==> config.mk <==
export PLATFORM = sky130hd
export DESIGN_NAME = rlff_queue
export DESIGN_NICKNAME = d
export VERILOG_FILES = /design/src/hw/rtl/rlff_pkg.sv /design/src/hw/rtl/rlff_queue.sv
export SDC_FILE = /design/constraint.sdc
export NUM_CORES = 1
export LEC_CHECK = 0
export BUFFER_PORTS_ARGS = -buffer_cell sky130_fd_sc_hd__buf_2
export CORE_MARGIN = 2
export CORE_UTILIZATION = 35
export DETAILED_ROUTE_END_ITERATION = 6
export MAX_ROUTING_LAYER = met4
export PLACE_DENSITY = 0.65
export SLEW_MARGIN = 10
export SYNTH_ARGS = -nofsm -noshare
export SYNTH_HDL_FRONTEND = slang
export SYNTH_SLANG_ARGS = --single-unit
export TNS_END_PERCENT = 10
==> constraint.sdc <==
create_clock -name clk -period 3.9 [get_ports clk]
set_input_delay 0.78 -clock clk [delete_from_list [all_inputs] [get_ports clk]]
set_output_delay 0.78 -clock clk [all_outputs]
set_load 0.03 [all_outputs]
==> src/hw/rtl/rlff_pkg.sv <==
package rlff_pkg;

    localparam int COORD_W = 32;
    localparam int DIFF_W  = COORD_W + 1;
    localparam int SUM_W   = 2 * DIFF_W;
    localparam int ROOT_W  = DIFF_W;
    localparam int TRIAL_W = SUM_W + 2;
    localparam int GAIN_W  = 32;
    localparam int ZD_W    = 31;
    localparam int OUT_W   = 31;
    localparam int DEPTH_W = 32;
    localparam int REG_W   = 64;
    localparam int IDX_W   = 3;
    localparam int LANES   = 5;
    localparam int PROD_W  = GAIN_W + ROOT_W;
    localparam int DIV_STEPS = OUT_W;
    localparam int Q_DEPTH = 4;
    localparam int Q_PTR_W = $clog2(Q_DEPTH);
    localparam int Q_CNT_W = Q_PTR_W + 1;
    localparam logic [ZD_W-1:0] ZD_RESET = ZD_W'(65536);
    localparam logic [OUT_W-1:0] OUT_MAX = '1;

    localparam logic [IDX_W-1:0] REG_MODE     = IDX_W'(0);
    localparam logic [IDX_W-1:0] REG_CENTER_X = IDX_W'(1);
    localparam logic [IDX_W-1:0] REG_CENTER_Y = IDX_W'(2);
    localparam logic [IDX_W-1:0] REG_CENTER_Z = IDX_W'(3);
    localparam logic [IDX_W-1:0] REG_ZERO_DIST = IDX_W'(4);
    localparam logic [IDX_W-1:0] REG_GAINS_UV = IDX_W'(5);
    localparam logic [IDX_W-1:0] REG_GAINS_TS = IDX_W'(6);
    localparam logic [IDX_W-1:0] REG_GAIN_DYE = IDX_W'(7);

    typedef struct packed {
        logic signed [COORD_W-1:0] pos_x;
        logic signed [COORD_W-1:0] pos_y;
        logic signed [COORD_W-1:0] pos_height;
    } query_t;

    typedef struct packed {
        logic [OUT_W-1:0]          vel_u;
        logic [OUT_W-1:0]          vel_v;
        logic [OUT_W-1:0]          temperature;
        logic [OUT_W-1:0]          salinity;
        logic [OUT_W-1:0]          dye_level;
        logic signed [DEPTH_W-1:0] depth_out;
    } sample_t;

    typedef struct packed {
        logic                      mode;
        logic signed [COORD_W-1:0] center_x;
        logic signed [COORD_W-1:0] center_y;
        logic signed [COORD_W-1:0] center_z;
        logic [ZD_W-1:0]           zero_distance;
        logic [LANES-1:0][GAIN_W-1:0] gains;
        logic signed [DEPTH_W-1:0] depth;
    } cfg_t;

    typedef struct packed {
        logic              mode;
        logic [SUM_W-1:0]  sum_sq;
        logic [DIFF_W-1:0] cheb;
    } request_t;

    typedef struct packed {
        logic push;
        logic pop;
        logic empty;
        logic full;
    } q_ctl_t;

    function automatic logic [DIFF_W-1:0] abs_diff(
        input logic signed [COORD_W-1:0] a,
        input logic signed [COORD_W-1:0] b
    );
        logic signed [DIFF_W-1:0] d;
        d = $signed({a[COORD_W-1], a}) - $signed({b[COORD_W-1], b});
        return d[DIFF_W-1] ? DIFF_W'(-d) : DIFF_W'(d);
    endfunction

endpackage

==> src/hw/rtl/rlff_queue.sv <==
module rlff_queue
    import rlff_pkg::*;
(
    input  logic     clk,
    input  logic     rst_n,
    input  q_ctl_t   ctl_in,
    input  request_t push_data,
    output q_ctl_t   ctl_out,
    output request_t head
);

    request_t           mem_reg [Q_DEPTH];
    logic [Q_PTR_W-1:0] wr_reg, rd_reg;
    logic [Q_CNT_W-1:0] cnt_reg, cnt_next;

    assign ctl_out.push  = ctl_in.push;
    assign ctl_out.pop   = ctl_in.pop;
    assign ctl_out.empty = (cnt_reg == '0);
    assign ctl_out.full  = (cnt_reg == Q_CNT_W'(Q_DEPTH));
    assign head = mem_reg[rd_reg];

    always_comb
    begin
        cnt_next = cnt_reg;
        if (ctl_in.push && !ctl_in.pop)
        begin
            cnt_next = cnt_reg + 1'b1;
        end
        else if (!ctl_in.push && ctl_in.pop)
        begin
            cnt_next = cnt_reg - 1'b1;
        end
    end

    always_ff @(posedge clk or negedge rst_n)
    begin
        if (!rst_n)
        begin
            wr_reg  <= '0;
            rd_reg  <= '0;
            cnt_reg <= '0;
        end
        else
        begin
            cnt_reg <= cnt_next;
            if (ctl_in.push)
            begin
                wr_reg <= wr_reg + 1'b1;
            end
            if (ctl_in.pop)
            begin
                rd_reg <= rd_reg + 1'b1;
            end
        end
    end

    always_ff @(posedge clk)
    begin
        if (ctl_in.push)
        begin
            mem_reg[wr_reg] <= push_data;
        end
    end

`ifndef ASSERT_OFF
    a_no_overflow: assert property (@(posedge clk) disable iff (!rst_n)
        ctl_out.full |-> !ctl_in.push || ctl_in.pop)
        else $error("push into full queue");
    a_no_underflow: assert property (@(posedge clk) disable iff (!rst_n)
        ctl_out.empty |-> !ctl_in.pop)
        else $error("pop from empty queue");
    a_count_bound: assert property (@(posedge clk) disable iff (!rst_n)
        cnt_reg <= Q_CNT_W'(Q_DEPTH))
        else $error("queue count out of range");
    a_count_track: assert property (@(posedge clk) disable iff (!rst_n)
        ctl_in.push && !ctl_in.pop |=> cnt_reg == $past(cnt_reg) + 1'b1)
        else $error("queue count missed a push");
`endif

endmodule

==> results by group, run 1 <==
Global routing
  – Met1 usage: 16.8%
  – Antenna violations before repair: 3
  – Vias in the first global route: 7246
  – Met2 usage: 21.3%
  – Global-route wire length before repair: 43.3 mm
  – GRT busiest layer: met2
  – Grt met3 use: 4.64%
  – Largest net degree at the start of global routing: 48
  – Gr ovfl total: 0
  – Total Routing Usage GR: 13.6%

Power
  – Peak VDD IR: 0.606 mV
  – Power density cells: 817 nW/um^2
  – Leak: 6.07 nW
  – Overall power: 0.0146 W

Drt
  – Remaining DRCs: 0
  – Number of iterations in the first detailed-routing pass: 4
  – Via Count: 6619
  – Vias/cell: 4.82
  – Antenna Violating Nets Remaining: 0
  – Final wirelength: 28.4 mm
  – Initial DRC count: 376
  – Wire length per cell: 20.7 um

Yosys
  – Post-synthesis sequential area ratio: 82.1%
  – Syn Inst Count: 558
  – Compound-Gate Fraction of Synth Area: 0.0337%
  – Post-synthesis mux area share: 15.3%
  – Ys flop type: edfxtp_1
  – Top cell type's share of synthesized area: 80.9%
  – Largest cells by area after synthesis: edfxtp_1 (81%), mux4_2 (15%), dfrtp_1 (1.2%)
  – Adder-cell share of the synthesized area: 0.556%
  – EDFF count, synth: 400
  – Async SR Flop Fraction: 1.72%
  – Largest family of logic cells by synthesized area: multiplexers
  – Syn nets: 670
  – Post-Synth Simple-Gate Area: 0.329%
  – Dominant cell type by area after synthesis: edfxtp_1
  – Netlist Area Pre-Place: 14800 sq um
  – Post-synth top cells: edfxtp_1 (400), mux4_2 (100), buf_2 (10), buf_6 (9), dfrtp_1 (7)
  – Top-count cell post-synth: edfxtp_1
  – Cell variety after synth: 19
  – Yosys warns: 0
  – Synth Area in XOR/XNOR: 0.354%
  – Yosys reg bits: 407
  – Syn_area_per_cell: 26.6 sq um

Critical path
  – Setup CP Type: reg -> out
  – Flop2flop setup slack: 1.92 ns
  – Crit-path slowest cell: dfrtp_4
  – Critical path capture point type: output pin
  – Worst EP required: 3.12 ns
  – CP Cell Sequence: buf_4 -> mux4_2 -> buf_2
  – CP peak stage delay: 0.62 ns
  – Startpoint type of the worst setup path: flip-flop
  – Gate family responsible for the most delay along the worst path: buffers and inverters
  – Worst Path Buf+Inv: 2
  – Cells on worst reg2reg path: 4
  – CP max FO: 22
  – Worst Path Arrival: 2.43 ns
  – Reg2reg start: wr_reg[0]
  – Reg-to-Reg End: mem_reg[0][91]

Timing
  – Minimum clock period: 3.21 ns
  – Worst-margin pin slew: 0.644 ns
  – Clock Skew: 0.0121 ns
  – Final hold violations: 0
  – Slew Limit Fails: 0
  – Final setup viols: 0
  – Final WS setup: 0.685 ns
  – Setup TNS: 0 ns
  – Highest Clock Rate: 311 MHz
  – Period utilization: 82.4%
  – Slew headroom: 57.1%
  – RSZ-0062 raised after global routing: no

Die
  – Die Y: 210 um
  – Die area: 44100 sq um
  – Die Wd: 210 um
  – I/O pins: 210
  – Initial Util: 35.5%
  – Core box area: 41900 sq um
  – Rows: 75

Clock tree
  – CTS Buf Count: 43
  – Clock tree from TritonCTS: done
  – CTS Root Cell: clkbuf_16
  – Postcts setup bufs: 0
  – Clock sinks: 407
  – Cts hold-fix bufs: 0
  – # resized after CTS: 0
  – Worst-case clock buffer depth: 3
  – Reg clk slew, reported paths: 0.06 ns
  – H-tree levels: 2
  – Clk_lat worst skew: 0.55 ns

Status
  – Outcome: completed

Cells and area
  – Layout Nets: 913
  – Post-Layout Cell Count: 1374
  – Largest register FFs: 400
  – Filler Cells Inserted: 3631
  – Layout cells sized above 1: 46.3%
  – Layout overhead on the synthesized area: 20.6%

Placed design
  – Buffers on Ports: 207
  – Placed cell count: 1295
  – Gpl congestion: 0.699
  – Setup Slack @ Placement: 1.17 ns
  – Post-DP HPWL: 16.3 mm

Flow run
  – Max-Cap Viols: 0

Worst hold path
  – Worst hold path class: in -> async
## routing by layer
metal  share of wire (%)  vias to the layer above
li1                    -                     2902
met1                  42                     3468
met2                  48                      203
met3                 7.5                       46
met4                 2.3                        0
met5                   0                        -
## worst reg2reg max path, stage by stage (launching register included)
cell and delay (ns):
dfrtp_1 0.42, inv_1 0.10, ha_1 0.14, and2_4 0.52, buf_4 0.45
## final cells by class
class | count | area [sq um] | area share [%]
Sequential cell | 407 | 12200 | 68.1
Tap cell | 539 | 674 | 3.77
Clock buffer | 54 | 1160 | 6.48
Multi-Input combinational cell | 123 | 2460 | 13.8
Clock inverter | 22 | 158 | 0.881
Inverter | 4 | 15.0 | 0.0839
Timing Repair Buffer | 222 | 1220 | 6.84
Antenna cell | 3 | 7.51 | 0.0420
## report_power, final
group	internal, W	switching, W
clock network	0.00223	0.00160
logic	0.00174	0.00308
registers	0.00572	0.000248
## kinds of logic (layout without fill, tap and decap cells)
group / after synthesis / in the layout
flip-flops: 407 / 407
XOR/XNOR: 6 / 6
AO/OA/AOI/OAI: 1 / 1
multiplexers: 101 / 101
buffers and inverters: 28 / 302
adder cells (fa/ha/maj): 6 / 6
other: 0 / 3
AND/OR/NAND/NOR: 9 / 9
## placed cells by master, fill, tap and decap left out, drive strengths merged
master	count
o21ai	1
fa	1
xnor2	2
bufinv	2
nor3	1
mux2	1
nor2	1
buf	222
dfrtp	7
nor3b	1
clkinv	18
edfxtp	400
clkbuf	54
inv	6
mux4	100
diode	3
nand2	2
and2	4
ha	5
xor2	4
## metrics by stage
stage          cell area [sq um]  utilization [%]  hold slack [ns]
4_1_cts                    17900             42.7           0.0161
6_report                   17900             42.8           0.0551
5_1_grt                    17900             42.8           0.0252
3_5_place_dp               16600             39.6            0.477
3_3_place_gp               16600             39.6            0.471
2_1_floorplan              14800                -            0.456
## how the worst max path moves through the flow
stage | from | endpoint | slack [ns] | cells past startpoint
finish | rd_reg[0] | head[6] | 0.69 | 3
global route | rd_reg[0] | head[6] | 0.48 | 3
CTS | rd_reg[0] | head[6] | 0.55 | 3
detailed placement | rd_reg[0] | head[6] | 1.17 | 3
global placement | rd_reg[0] | head[6] | 1.17 | 3
floorplan | ctl_in[3] | mem_reg[1][0] | 0.34 | 1
No activity file was read; power rests on OpenSTA's default activity.
==> run 2: changes to the inputs <==
clock period = 3.2 ns   (was 3.9 ns; I/O delays follow)
==> results by group, run 2 (synthesis gave the netlist of run 1 again) <==
Cells and area
  – Multi-input logic area: 2460 sq um (unchanged)
  – Layout cells sized above 1: 47.1% (+0.80 points)
  – Most common cell after layout, fill and taps aside: edfxtp_1
  – Most frequent cells in the layout: edfxtp_1 (400), buf_2 (207), mux4_2 (100)
  – Filler Cells Inserted: 3605 (-0.72%)
  – Largest register FFs: 400 (unchanged)
  – Layout overhead on the synthesized area: 21.8%
  – Register area: 12200 sq um (unchanged)
  – Layout Nets: 917 (+0.44%)

Timing
  – Minimum clock period: 3.03 ns
  – Highest Clock Rate: 330 MHz
  – Period utilization: 94.7%
  – Clock Skew: 0.0164 ns (+0.00429 ns)
  – RSZ-0062 raised after global routing: no
  – Final hold violations: 0 (unchanged)
  – Final setup viols: 0 (unchanged)
  – Slew Limit Fails: 0 (unchanged)
  – Slew headroom: 62.4% (+5.3 points)
  – Final WS setup: 0.169 ns (-0.516 ns)
  – Hold slack: 0.297 ns (+0.242 ns)
  – Worst-margin pin slew: 0.564 ns (-0.0796 ns)

Power
  – Overall power: 0.0182 W (+24%)
  – Sw power: 0.00607 W (+23%)
  – Peak VDD IR: 0.568 mV (-6.2%)
  – Net Sw Frac: 33.4% (-0.32 points)
  – Leak: 6.15 nW (+1.3%)
  – Combinational power share: 33.4% (+0.4 points)
  – Int Power: 0.0121 W (+25%)
  – Clock Power Share: 26.6% (+0.4 points)
  – Seq pwr share: 40.1% (-0.7 points)
  – Power density cells: 1010 nW/um^2 (+23%)

Critical path
  – CP peak stage delay: 0.79 ns (+0.17 ns)
  – Setup CP Type: reg -> out
  – Reg2reg start: wr_reg[0]
  – CP max FO: 21 (-4.5%)
  – Flop2flop setup slack: 1.44 ns (-0.48 ns)
  – Worst Path Arrival: 2.39 ns (-0.04 ns)
  – Cells on worst reg2reg path: 3 (-1)
  – Critical path capture point type: output pin
  – CP Cell Sequence: buf_4 -> mux4_2 -> buf_2
  – Startpoint type of the worst setup path: flip-flop
  – Crit-path slowest cell: dfrtp_4
  – Reg-to-Reg End: mem_reg[3][66]
  – Gate family responsible for the most delay along the worst path: flip-flops
  – Worst EP required: 2.56 ns (-0.56 ns)
  – Worst Path Buf+Inv: 2 (unchanged)

Global routing
  – Gr ovfl total: 0 (unchanged)
  – Vias in the first global route: 7318 (+0.99%)
  – Global-route wire length before repair: 44.1 mm (+1.8%)
  – Antenna violations before repair: 2 (-1)
  – Largest net degree at the start of global routing: 71 (+48%)
  – Total Routing Usage GR: 14.0% (+0.34 points)

Placed design
  – Buffers on Ports: 207 (unchanged)
  – Setup Slack @ Placement: 0.690 ns (-0.477 ns)
  – Gpl congestion: 0.686 (-1.9%)
  – Post-DP HPWL: 17.0 mm (+4.5%)

Drt
  – Vias/cell: 4.86 (+0.84%)
  – Remaining DRCs: 0 (unchanged)
  – Final wirelength: 29.2 mm (+2.8%)
  – Number of iterations in the first detailed-routing pass: 6 (+2)
  – Wire length per cell: 21.2 um (+2.5%)
  – Antenna Violating Nets Remaining: 0 (unchanged)
  – Initial DRC count: 415 (+10%)
  – Via Count: 6694 (+1.1%)

Worst hold path
  – Hold Path Stages: 1
  – WHS Endpoint: mem_reg[2][11]
  – Worst hold path class: in -> reg
  – Hold_sp: push_data[11]

Clock tree
  – # resized after CTS: 0 (unchanged)
  – Clock tree from TritonCTS: done
  – Worst-case clock buffer depth: 3 (unchanged)
  – Reg clk slew, reported paths: 0.06 ns (about the same)
  – CTS Root Cell: clkbuf_16
  – Postcts setup bufs: 0 (unchanged)
  – H-tree levels: 2 (unchanged)
  – Clock sinks: 407 (unchanged)
  – Clk_lat worst skew: 0.56 ns (about the same)
  – CTS Buf Count: 43 (unchanged)

Die
  – Die area: 44100 sq um (unchanged)
  – I/O pins: 210 (unchanged)
  – Die Y: 210 um (unchanged)
  – Initial Util: 35.5% (unchanged)
  – Core box area: 41900 sq um (unchanged)
  – Rows: 75 (unchanged)
  – Die Wd: 210 um (unchanged)

Status
  – Outcome: completed

Flow run
  – Max-Cap Viols: 0 (unchanged)
==> run 2: cell types whose count changed in the layout (fill, tap and decap cells not counted) <==
cell and delta:
clkbuf_8 +4, clkbuf_1 -3, inv_6 -2, dlygate4sd3_1 +1, clkinvlp_4 +2, buf_12 +7
diode_2 -1, clkinv_1 -2, bufinv_16 +1, clkinv_2 +1, buf_4 -4
==> run 2: power by group through the flow <==
stage | Combinational (W) | Sequential (W) | Clock, W
floorplan | 0.00443 | 0.00730 | 0
global placement | 0.00618 | 0.00735 | 0
detailed placement | 0.00622 | 0.00741 | 0
CTS | 0.00623 | 0.00731 | 0.00498
finish | 0.00606 | 0.00728 | 0.00483
global route | 0.00645 | 0.00738 | 0.00521
==> run 2: final cells by class <==
class | count | share of cell area (%)
Sequential cell | 407 | 67.4
Multi-Input combinational cell | 123 | 13.6
Timing Repair Buffer | 226 | 7.43
Clock buffer | 55 | 6.66
Tap cell | 539 | 3.73
Clock inverter | 22 | 1.01
Inverter | 4 | 0.0830
Antenna cell | 2 | 0.0277
==> run 2: worst max-delay path by stage <==
stage                    from            end  slack (ns)  depth (start not counted)
floorplan           ctl_in[3]  mem_reg[3][0]       -0.21                          1
global placement    rd_reg[0]       head[37]        0.68                          3
detailed placement  rd_reg[0]       head[93]        0.69                          3
CTS                 rd_reg[0]       head[93]        0.07                          3
global route        rd_reg[0]       head[93]        0.02                          3
finish              rd_reg[0]       head[93]        0.17                          3
==> run 2: what timing repair did <==
item	in CTS	in global routing
endpoints found under the hold margin	7	0
hold buffers	1	0
setup endpoints to repair	0	0
==> run 2: through the flow <==
step | instances | instance area [sq um] | utilization [%] | TNS [ns]
2_1_floorplan | 558 | 14800 | - | -62.77
6_report | 1378 | 18100 | 43.2 | 0
5_1_grt | 1378 | 18100 | 43.2 | 0
3_3_place_gp | 1298 | 16700 | 39.9 | 0
4_1_cts | 1376 | 18100 | 43.2 | 0
3_5_place_dp | 1298 | 16700 | 39.9 | 0
==> run 2: per-layer routing <==
metal	GRT usage, %	part of all wire, %	vias up
met5	-	0	-
met4	4.04	2.1	0
met3	4.03	7.1	47
met2	21.7	48	204
met1	18.0	43	3528
li1	-	-	2915
